## config.mk

```make
export PLATFORM = sky130hd
export DESIGN_NAME = dhrd_ctrl
export DESIGN_NICKNAME = d
export VERILOG_FILES = /design/src/dhrd_pkg.sv /design/src/dhrd_ctrl.sv
export VERILOG_INCLUDE_DIRS = /design/src /design/src/src
export SDC_FILE = /design/constraint.sdc
export NUM_CORES = 1
export LEC_CHECK = 0
export BUFFER_PORTS_ARGS = -buffer_cell sky130_fd_sc_hd__buf_2
export CAP_MARGIN = 10
export CORE_UTILIZATION = 45
export DETAILED_ROUTE_END_ITERATION = 16
export PLACE_DENSITY = 0.71
export REMOVE_ABC_BUFFERS = 1
export SLEW_MARGIN = 25
export SYNTH_ARGS = -nofsm -noshare
export SYNTH_HDL_FRONTEND = slang
export SYNTH_SLANG_ARGS = --single-unit
```

## constraint.sdc

```tcl
create_clock -name clock -period 6.45 [get_ports clock]
set_input_delay 1.29 -clock clock [delete_from_list [all_inputs] [get_ports clock]]
set_output_delay 1.29 -clock clock [all_outputs]
set_load 0.02 [all_outputs]
```

## src/assert_macros.svh

```systemverilog
// ----------------------------------------------------------------------------
// assert_macros.svh
// Concurrent assertion shorthands used by the decoder sequencer.
// ----------------------------------------------------------------------------
`ifndef ASSERT_MACROS_SVH
`define ASSERT_MACROS_SVH

// Property that must hold at every clock edge outside reset.
`define ASSERT_HOLDS(lbl, clk, rst, prop, msg) \
   lbl: assert property (@(posedge clk) disable iff (rst) (prop)) else $error(msg);

// Antecedent at one edge implies the consequent at the next edge.
`define ASSERT_NEXT(lbl, clk, rst, ante, cons, msg) \
   lbl: assert property (@(posedge clk) disable iff (rst) (ante) |=> (cons)) else $error(msg);

`endif

```

## src/dhrd_pkg.sv

```systemverilog
// ----------------------------------------------------------------------------
// dhrd_pkg
// Shared types, constants and exponent tables of the row decoder.
// ----------------------------------------------------------------------------
package dhrd_pkg;

   // Row layout
   localparam int STORED      = 22;
   localparam int OBJ_POS     = 8;
   localparam int COLOR_POS   = 9;
   localparam int NUM_POS     = 13;
   localparam int COLOR_COUNT = 4;
   localparam int NUM_COUNT   = 9;
   localparam int POINT_LANES = 8;
   localparam int POINTS      = 4;

   // Arithmetic sizes
   localparam int DIV_STEPS = 33;
   localparam int ADDR_W    = 5;
   localparam int LANE_W    = 4;
   localparam int CNT_W     = 6;
   localparam int SUM_W     = 20;
   localparam int QUO_W     = 33;
   localparam int PROB_W    = 16;
   localparam int EXP_W     = 17;
   localparam int EXP_LIMIT = 3072;

   // Register indexes
   localparam logic [1:0] CSR_ROW_LENGTH = 2'd0;
   localparam logic [1:0] CSR_THRESHOLD  = 2'd1;
   localparam logic [1:0] CSR_INV_SCALE  = 2'd2;

   typedef enum logic [4:0] {
      OP_NONE,
      OP_WRITE,
      OP_ARG_FIRST,
      OP_ARG_STEP,
      OP_SUM_CLR,
      OP_EXP_DIFF,
      OP_EXP_ABS,
      OP_EXP_MUL1,
      OP_EXP_MUL2,
      OP_DIV_SOFT,
      OP_DIV_SIG,
      OP_DIV_STEP,
      OP_SAVE_COLOR,
      OP_SAVE_NUMBER,
      OP_SAVE_SIG,
      OP_CONF1,
      OP_CONF2,
      OP_SCALE_MUL,
      OP_SCALE_SAT,
      OP_BOX,
      OP_EMIT
   } dp_op_type;

   typedef struct packed {
      dp_op_type           op;
      logic [ADDR_W-1:0]   addr;
      logic [LANE_W-1:0]   lane;
   } dp_cmd_type;

   typedef struct packed {
      logic conf_pass;
   } dp_status_type;

   // exp(-n) for the integer part, Q.16
   function automatic logic [EXP_W-1:0] exp_int(input logic [3:0] idx);
      case (idx)
         4'd0:    exp_int = 17'd65536;
         4'd1:    exp_int = 17'd24109;
         4'd2:    exp_int = 17'd8869;
         4'd3:    exp_int = 17'd3263;
         4'd4:    exp_int = 17'd1200;
         4'd5:    exp_int = 17'd442;
         4'd6:    exp_int = 17'd162;
         4'd7:    exp_int = 17'd60;
         4'd8:    exp_int = 17'd22;
         4'd9:    exp_int = 17'd8;
         4'd10:   exp_int = 17'd3;
         4'd11:   exp_int = 17'd1;
         default: exp_int = 17'd0;
      endcase
   endfunction

   // exp(-n/16) for the upper fraction nibble, Q.16
   function automatic logic [EXP_W-1:0] exp_hi(input logic [3:0] idx);
      case (idx)
         4'd0:    exp_hi = 17'd65536;
         4'd1:    exp_hi = 17'd61565;
         4'd2:    exp_hi = 17'd57835;
         4'd3:    exp_hi = 17'd54331;
         4'd4:    exp_hi = 17'd51039;
         4'd5:    exp_hi = 17'd47947;
         4'd6:    exp_hi = 17'd45042;
         4'd7:    exp_hi = 17'd42313;
         4'd8:    exp_hi = 17'd39750;
         4'd9:    exp_hi = 17'd37341;
         4'd10:   exp_hi = 17'd35079;
         4'd11:   exp_hi = 17'd32954;
         4'd12:   exp_hi = 17'd30957;
         4'd13:   exp_hi = 17'd29081;
         4'd14:   exp_hi = 17'd27319;
         4'd15:   exp_hi = 17'd25664;
         default: exp_hi = 17'd0;
      endcase
   endfunction

   // exp(-n/256) for the lower fraction nibble, Q.16
   function automatic logic [EXP_W-1:0] exp_lo(input logic [3:0] idx);
      case (idx)
         4'd0:    exp_lo = 17'd65536;
         4'd1:    exp_lo = 17'd65280;
         4'd2:    exp_lo = 17'd65026;
         4'd3:    exp_lo = 17'd64772;
         4'd4:    exp_lo = 17'd64520;
         4'd5:    exp_lo = 17'd64268;
         4'd6:    exp_lo = 17'd64018;
         4'd7:    exp_lo = 17'd63768;
         4'd8:    exp_lo = 17'd63520;
         4'd9:    exp_lo = 17'd63272;
         4'd10:   exp_lo = 17'd63025;
         4'd11:   exp_lo = 17'd62780;
         4'd12:   exp_lo = 17'd62535;
         4'd13:   exp_lo = 17'd62291;
         4'd14:   exp_lo = 17'd62048;
         4'd15:   exp_lo = 17'd61806;
         default: exp_lo = 17'd0;
      endcase
   endfunction

endpackage

```

## src/dhrd_ctrl.sv

```systemverilog
// ----------------------------------------------------------------------------
// dhrd_ctrl
// Sequencer: row collection, decode steps and result handshake.
// ----------------------------------------------------------------------------
`include "assert_macros.svh"

module dhrd_ctrl #(
   parameter int MAX_ROW_LENGTH = 64
) (
   input  logic                     clock,
   input  logic                     reset,
   input  logic                     req_tvalid,
   input  logic                     req_tlast,
   output logic                     req_tready,
   output logic                     rsp_tvalid,
   input  logic                     rsp_tready,
   input  logic [6:0]               row_length,
   input  dhrd_pkg::dp_status_type  status,
   output dhrd_pkg::dp_cmd_type     cmd
);
   import dhrd_pkg::*;

   localparam int IDX_W = $clog2(MAX_ROW_LENGTH);
   localparam int LEN_W = $clog2(MAX_ROW_LENGTH + 1);
   localparam int CW    = (LEN_W > 7) ? LEN_W : 7;

   typedef enum logic [4:0] {
      S_COLLECT, S_ARG, S_EXP_D, S_EXP_M1, S_EXP_M2, S_DIV_LOAD, S_DIV, S_SAVE,
      S_SIG_CLR, S_CONF1, S_CONF2, S_CHECK, S_SCALE_MUL, S_SCALE_SAT, S_BOX,
      S_EMIT_LOAD, S_EMIT_WAIT
   } state_type;

   typedef enum logic [1:0] {G_COLOR, G_NUMBER, G_SIG} group_type;

   state_type          state_ff, state_in;
   group_type          grp_ff, grp_in;
   logic [CNT_W-1:0]   cnt_ff, cnt_in;
   logic [IDX_W-1:0]   idx_ff, idx_in;
   logic               valid_ff, valid_in;

   logic [ADDR_W-1:0]  base;
   logic [CNT_W-1:0]   n_last;
   logic [CW-1:0]      len_raw, len_clamped, idx_next;
   logic               accept, row_end;

   // Clamp the row length and detect the last element of a row
   assign len_raw     = CW'(row_length);
   assign len_clamped = (len_raw < CW'(STORED)) ? CW'(STORED) :
                        (len_raw > CW'(MAX_ROW_LENGTH)) ? CW'(MAX_ROW_LENGTH) : len_raw;
   assign idx_next    = CW'(idx_ff) + CW'(1);
   assign row_end     = idx_next >= len_clamped;
   assign accept      = req_tvalid && req_tready;

   assign base   = (grp_ff == G_COLOR) ? ADDR_W'(COLOR_POS) : ADDR_W'(NUM_POS);
   assign n_last = (grp_ff == G_COLOR) ? CNT_W'(COLOR_COUNT - 1) : CNT_W'(NUM_COUNT - 1);

   assign req_tready = state_ff == S_COLLECT;
   assign rsp_tvalid = valid_ff;

   // Decode commands for the datapath
   always_comb begin
      cmd.op   = OP_NONE;
      cmd.addr = base + cnt_ff[ADDR_W-1:0];
      cmd.lane = cnt_ff[LANE_W-1:0];
      case (state_ff)
         S_COLLECT: begin
            cmd.addr = idx_ff[ADDR_W-1:0];
            if (req_tvalid && (CW'(idx_ff) < CW'(STORED))) cmd.op = OP_WRITE;
         end
         S_ARG:       cmd.op = (cnt_ff == '0) ? OP_ARG_FIRST : OP_ARG_STEP;
         S_EXP_D: begin
            if (grp_ff == G_SIG) begin
               cmd.op   = OP_EXP_ABS;
               cmd.addr = ADDR_W'(OBJ_POS);
            end else begin
               cmd.op = OP_EXP_DIFF;
            end
         end
         S_EXP_M1:    cmd.op = OP_EXP_MUL1;
         S_EXP_M2:    cmd.op = OP_EXP_MUL2;
         S_DIV_LOAD: begin
            if (grp_ff == G_SIG) begin
               cmd.op   = OP_DIV_SIG;
               cmd.addr = ADDR_W'(OBJ_POS);
            end else begin
               cmd.op = OP_DIV_SOFT;
            end
         end
         S_DIV:       cmd.op = OP_DIV_STEP;
         S_SAVE: begin
            case (grp_ff)
               G_COLOR:  cmd.op = OP_SAVE_COLOR;
               G_NUMBER: cmd.op = OP_SAVE_NUMBER;
               default:  cmd.op = OP_SAVE_SIG;
            endcase
         end
         S_SIG_CLR:   cmd.op = OP_SUM_CLR;
         S_CONF1:     cmd.op = OP_CONF1;
         S_CONF2:     cmd.op = OP_CONF2;
         S_SCALE_MUL: begin
            cmd.op   = OP_SCALE_MUL;
            cmd.addr = cnt_ff[ADDR_W-1:0];
         end
         S_SCALE_SAT: cmd.op = OP_SCALE_SAT;
         S_BOX:       cmd.op = OP_BOX;
         S_EMIT_LOAD: cmd.op = OP_EMIT;
         default:     cmd.op = OP_NONE;
      endcase
   end

   // Next state
   always_comb begin
      state_in = state_ff;
      grp_in   = grp_ff;
      cnt_in   = cnt_ff;
      idx_in   = idx_ff;
      valid_in = valid_ff;
      case (state_ff)
         S_COLLECT: begin
            if (accept) begin
               if (row_end) begin
                  idx_in   = '0;
                  cnt_in   = '0;
                  grp_in   = G_COLOR;
                  state_in = S_ARG;
               end else if (req_tlast) begin
                  idx_in = '0;
               end else begin
                  idx_in = idx_next[IDX_W-1:0];
               end
            end
         end
         S_ARG: begin
            if (cnt_ff == n_last) begin
               cnt_in   = '0;
               state_in = S_EXP_D;
            end else begin
               cnt_in = cnt_ff + CNT_W'(1);
            end
         end
         S_EXP_D:  state_in = S_EXP_M1;
         S_EXP_M1: state_in = S_EXP_M2;
         S_EXP_M2: begin
            if ((grp_ff == G_SIG) || (cnt_ff == n_last)) begin
               cnt_in   = '0;
               state_in = S_DIV_LOAD;
            end else begin
               cnt_in   = cnt_ff + CNT_W'(1);
               state_in = S_EXP_D;
            end
         end
         S_DIV_LOAD: begin
            cnt_in   = '0;
            state_in = S_DIV;
         end
         S_DIV: begin
            if (cnt_ff == CNT_W'(DIV_STEPS - 1)) begin
               state_in = S_SAVE;
            end else begin
               cnt_in = cnt_ff + CNT_W'(1);
            end
         end
         S_SAVE: begin
            cnt_in = '0;
            case (grp_ff)
               G_COLOR: begin
                  grp_in   = G_NUMBER;
                  state_in = S_ARG;
               end
               G_NUMBER: begin
                  grp_in   = G_SIG;
                  state_in = S_SIG_CLR;
               end
               default:  state_in = S_CONF1;
            endcase
         end
         S_SIG_CLR: state_in = S_EXP_D;
         S_CONF1:   state_in = S_CONF2;
         S_CONF2:   state_in = S_CHECK;
         S_CHECK: begin
            cnt_in   = '0;
            state_in = status.conf_pass ? S_SCALE_MUL : S_COLLECT;
         end
         S_SCALE_MUL: state_in = S_SCALE_SAT;
         S_SCALE_SAT: begin
            if (cnt_ff == CNT_W'(POINT_LANES - 1)) begin
               state_in = S_BOX;
            end else begin
               cnt_in   = cnt_ff + CNT_W'(1);
               state_in = S_SCALE_MUL;
            end
         end
         S_BOX: begin
            cnt_in   = '0;
            state_in = S_EMIT_LOAD;
         end
         S_EMIT_LOAD: begin
            valid_in = 1'b1;
            state_in = S_EMIT_WAIT;
         end
         S_EMIT_WAIT: begin
            if (rsp_tready) begin
               valid_in = 1'b0;
               if (cnt_ff == CNT_W'(POINTS - 1)) begin
                  state_in = S_COLLECT;
               end else begin
                  cnt_in   = cnt_ff + CNT_W'(1);
                  state_in = S_EMIT_LOAD;
               end
            end
         end
         default: state_in = S_COLLECT;
      endcase
   end

   // Hold state and registered outputs
   always_ff @(posedge clock) begin
      if (reset) begin
         state_ff <= S_COLLECT;
         grp_ff   <= G_COLOR;
         cnt_ff   <= '0;
         idx_ff   <= '0;
         valid_ff <= 1'b0;
      end else begin
         state_ff <= state_in;
         grp_ff   <= grp_in;
         cnt_ff   <= cnt_in;
         idx_ff   <= idx_in;
         valid_ff <= valid_in;
      end
   end

   `ASSERT_HOLDS(a_one_side_open, clock, reset, !(req_tready && rsp_tvalid), "input open while result pending")
   `ASSERT_NEXT(a_row_end_stalls, clock, reset, accept && row_end, !req_tready, "input not closed at row end")
   `ASSERT_NEXT(a_last_reopens, clock, reset, rsp_tvalid && rsp_tready && (cnt_ff == CNT_W'(POINTS - 1)), req_tready, "input not reopened after last result")

endmodule

```

==> qor.log <==
INFO  run_status     run_status=finished clean
INFO  route          dr_total_vias=2199
INFO  placed_design  placedInstanceArea=0.00219mm^2
INFO  floorplanning  ioPinCount=29
INFO  setup_path     setup.worst_path.class=in -> reg
INFO  floorplanning  rows=24
INFO  sta            post_route_setup_tns=0ns
INFO  setup_path     worstPathRequired=6.64ns
INFO  pwr            max-vdd-ir-drop=0.0785mV
INFO  setup_path     cp-start-kind=input pin
INFO  global_routing grt_remaining_overflow=0
INFO  sta            clock.fmax=284MHz
INFO  route          post_route_wl=5550um
INFO  clock_tree     cts.repair_timing.setup_buffer_count=0
INFO  clock_tree     ctsResizeCount=0
INFO  layout         area_growth=8.78%
INFO  logic_synthesis synth.most_common_cell=nand2_1
INFO  setup_path     critical_path.endpoint_type=flip-flop
INFO  layout         net_count_final=327
INFO  sta            timing.clock.skew=0.00283ns
INFO  sta            final_max_slew_viol_count=0
INFO  logic_synthesis seq_area_frac_synth=0.192
INFO  logic_synthesis synth-async-reset-ratio=0
INFO  placed_design  place_hpwl=4140um
INFO  route          ant_nets=0
INFO  setup_path     cp.arrival=3.71ns
INFO  logic_synthesis yosys.area.top_type_share=0.192
INFO  global_routing grt_max_degree=25
INFO  sta            worst_pin_slew=0.744ns
INFO  setup_path     critPathMaxStageDelay=0.42ns
INFO  floorplanning  die_h=70um
INFO  sta            min_period_over_period=0.546
INFO  floorplanning  start_util=0.471
INFO  pwr            power_per_cell_area=210mW/mm^2
INFO  setup_path     path_cells=buf_2, a21o_1, a21oi_1, nor2_1, and2_1, ha_1, nand2b_1, a211oi_1, o32a_1, a211oi_4, o21ai_0, o32ai_1
INFO  setup_path     cpMaxStageDelayCell=o32a_1
INFO  logic_synthesis synth-edff-count=0
INFO  run            max-cap-violations=0
INFO  setup_path     cp_max_fo=9
INFO  logic_synthesis syn_area_per_cell=7.20um^2
INFO  logic_synthesis ys_top_cells_by_area=dfxtp_1 (19%), ha_1 (6.6%), nand2_1 (5.4%), nor2_1 (5.1%), o21ai_0 (4.6%)
INFO  setup_path     crit_family=compound AO/OA/AOI/OAI gates
INFO  clock_tree     ctsHtreeMaxLevel=1
INFO  layout         fillerInstances=434
INFO  global_routing number_of_global_route_vias_before_repair=1905
INFO  route          initialDrtViolationCount=195
INFO  global_routing wire_length_of_the_first_global_routing_pass=9290um
INFO  route          met1_length=2680um
INFO  floorplanning  die_x=70um
INFO  route          routed.top_layer=met4
INFO  floorplanning  fp.coreArea=0.00441mm^2
INFO  route          routed_met2_length=2500um
INFO  route          detail_route.wl_per_cell=15.7um
INFO  route          vias_per_cell=6.21
INFO  sta            period_needed=3.52ns
INFO  logic_synthesis synthesis.instances=289
INFO  route          met3RoutedLength=284um
INFO  setup_path     critical_path.n_buffers_inverters=1
INFO  placed_design  numPortBuffers=28
INFO  clock_tree     clock-root-buffer=clkbuf_8
INFO  sta            timing.final.hold_violations=0
INFO  logic_synthesis yosysWarnings=0
INFO  logic_synthesis synth_common_cells=nand2_1 (30), nor2_1 (28), dfxtp_1 (20)
INFO  clock_tree     tritoncts=yes
INFO  sta            setup_viol_count_final=0
INFO  sta            rsz0062_at_grt=false
INFO  logic_synthesis postSynthRegisterBits=20
INFO  logic_synthesis netlist-cell-type-count=62
INFO  logic_synthesis synthFlopType=dfxtp_1
INFO  floorplanning  fp.dieArea=0.00490mm^2
INFO  global_routing gr-usage-all-layers=0.232
INFO  hold_path      hold_path.class=reg -> reg
INFO  placed_design  globalplace.congestion=0.882
INFO  global_routing number_of_antenna_violations_at_the_first_check_in_global_routing=0
INFO  layout         final_area=0.00226mm^2
INFO  logic_synthesis post_synth_instance_area=0.00208mm^2
INFO  clock_tree     worst_case_clock_buffer_depth=2
INFO  logic_synthesis synth_area_leader_cell=dfxtp_1
INFO  clock_tree     clk_pin_slew_worst_paths=0.08ns
INFO  clock_tree     worstSkewPairLatency=0.27ns
INFO  clock_tree     postCtsHoldBufs=0
INFO  route          drt_drc_violations_left=0
INFO  route          detail_route.first_pass.iterations=5
INFO  clock_tree     clock-sinks=20
INFO  pwr            cellLeakagePower=0.899nW
INFO  clock_tree     cts_buf_count=3
INFO  layout         antenna-diode-count=0
INFO  sta            relSlewSlack=0.503
INFO  layout         layout_cell_share_with_drive_strength_beyond_1=0.159
-- layout make-up --
class                           instances  area [um^2]  area share
Inverter                               17         65.1      0.0287
Clock buffer                            3         41.3      0.0182
Multi-Input combinational cell        232         1510       0.669
Timing Repair Buffer                   29          148      0.0652
Clock inverter                          1         30.0      0.0133
Sequential cell                        20          400       0.177
Tap cell                               52         65.1      0.0287
-- cell usage in the layout, fill, tap and decap left out, types with 6 or more instances in the layout --
master / n
a21oi_1: 17
a22oi_1: 10
a31oi_1: 10
buf_2: 28
dfxtp_1: 20
ha_1: 11
inv_1: 15
nand2_1: 30
nand2b_1: 7
nand3_1: 14
nor2_1: 28
nor3_1: 6
o21ai_0: 19
-- report_power, final --
| part | switching [mW] | total, mW | internal, mW |
|---|---|---|---|
| sequential | 0.0183 | 0.146 | 0.128 |
| clock | 0.0489 | 0.132 | 0.0830 |
| combinational | 0.117 | 0.197 | 0.0795 |
| total | 0.185 | 0.475 | 0.290 |
-- metal layers --
metal  track usage  vias up
met4        0.0800        0
met1         0.342     1041
met5             0        -
li1              -     1084
met2         0.348       65
met3        0.0274        9
-- worst register-to-register path, delay by kind of cell, from the launching register on --
family | cells | cell delay, ns
XOR/XNOR | 1 | 0.18
adder cells (fa/ha/maj) | 2 | 0.65
flip-flops | 1 | 0.47
AO/OA/AOI/OAI | 4 | 1.21
AND/OR/NAND/NOR | 3 | 0.58
-- sequential cells by signal (all words and copies together), names as in the netlist --
name / count
cnt_ff: 6
rsp_tvalid: 1
idx_ff: 6
state_ff: 5
grp_ff: 2
-- cells by family after synthesis --
group | Yosys count | share of synthesized area
AND/OR/NAND/NOR | 117 | 0.290
AO/OA/AOI/OAI | 94 | 0.327
buffers and inverters | 37 | 0.0800
flip-flops | 20 | 0.192
adder cells (fa/ha/maj) | 11 | 0.0661
XOR/XNOR | 7 | 0.0295
multiplexers | 3 | 0.0150
-- per-stage QoR --
step                      utilization  hold WS (ns)  setup WS, ns  instances  total power [mW]
after floorplan                     -         0.477          2.95        269             0.292
after global placement          0.497         0.463          2.72        350             0.342
after detailed placement        0.497         0.478          2.66        350             0.344
after CTS                       0.513         0.498          2.92        354             0.476
after global routing            0.513         0.549          2.65        354             0.504
final                           0.513         0.491          2.93        354             0.475
-- path summary, 6_finish.rpt --
check           startpoint    endpoint  slack [ns]  depth (start not counted)
max          row_length[2]   cnt_ff[2]        2.93                         12
min             rsp_tvalid  rsp_tvalid        0.49                          2
max reg2reg      idx_ff[0]   cnt_ff[2]        3.30                         10
min reg2reg     rsp_tvalid  rsp_tvalid        0.49                          2
Note: power is estimated with default switching activity, not from simulation.
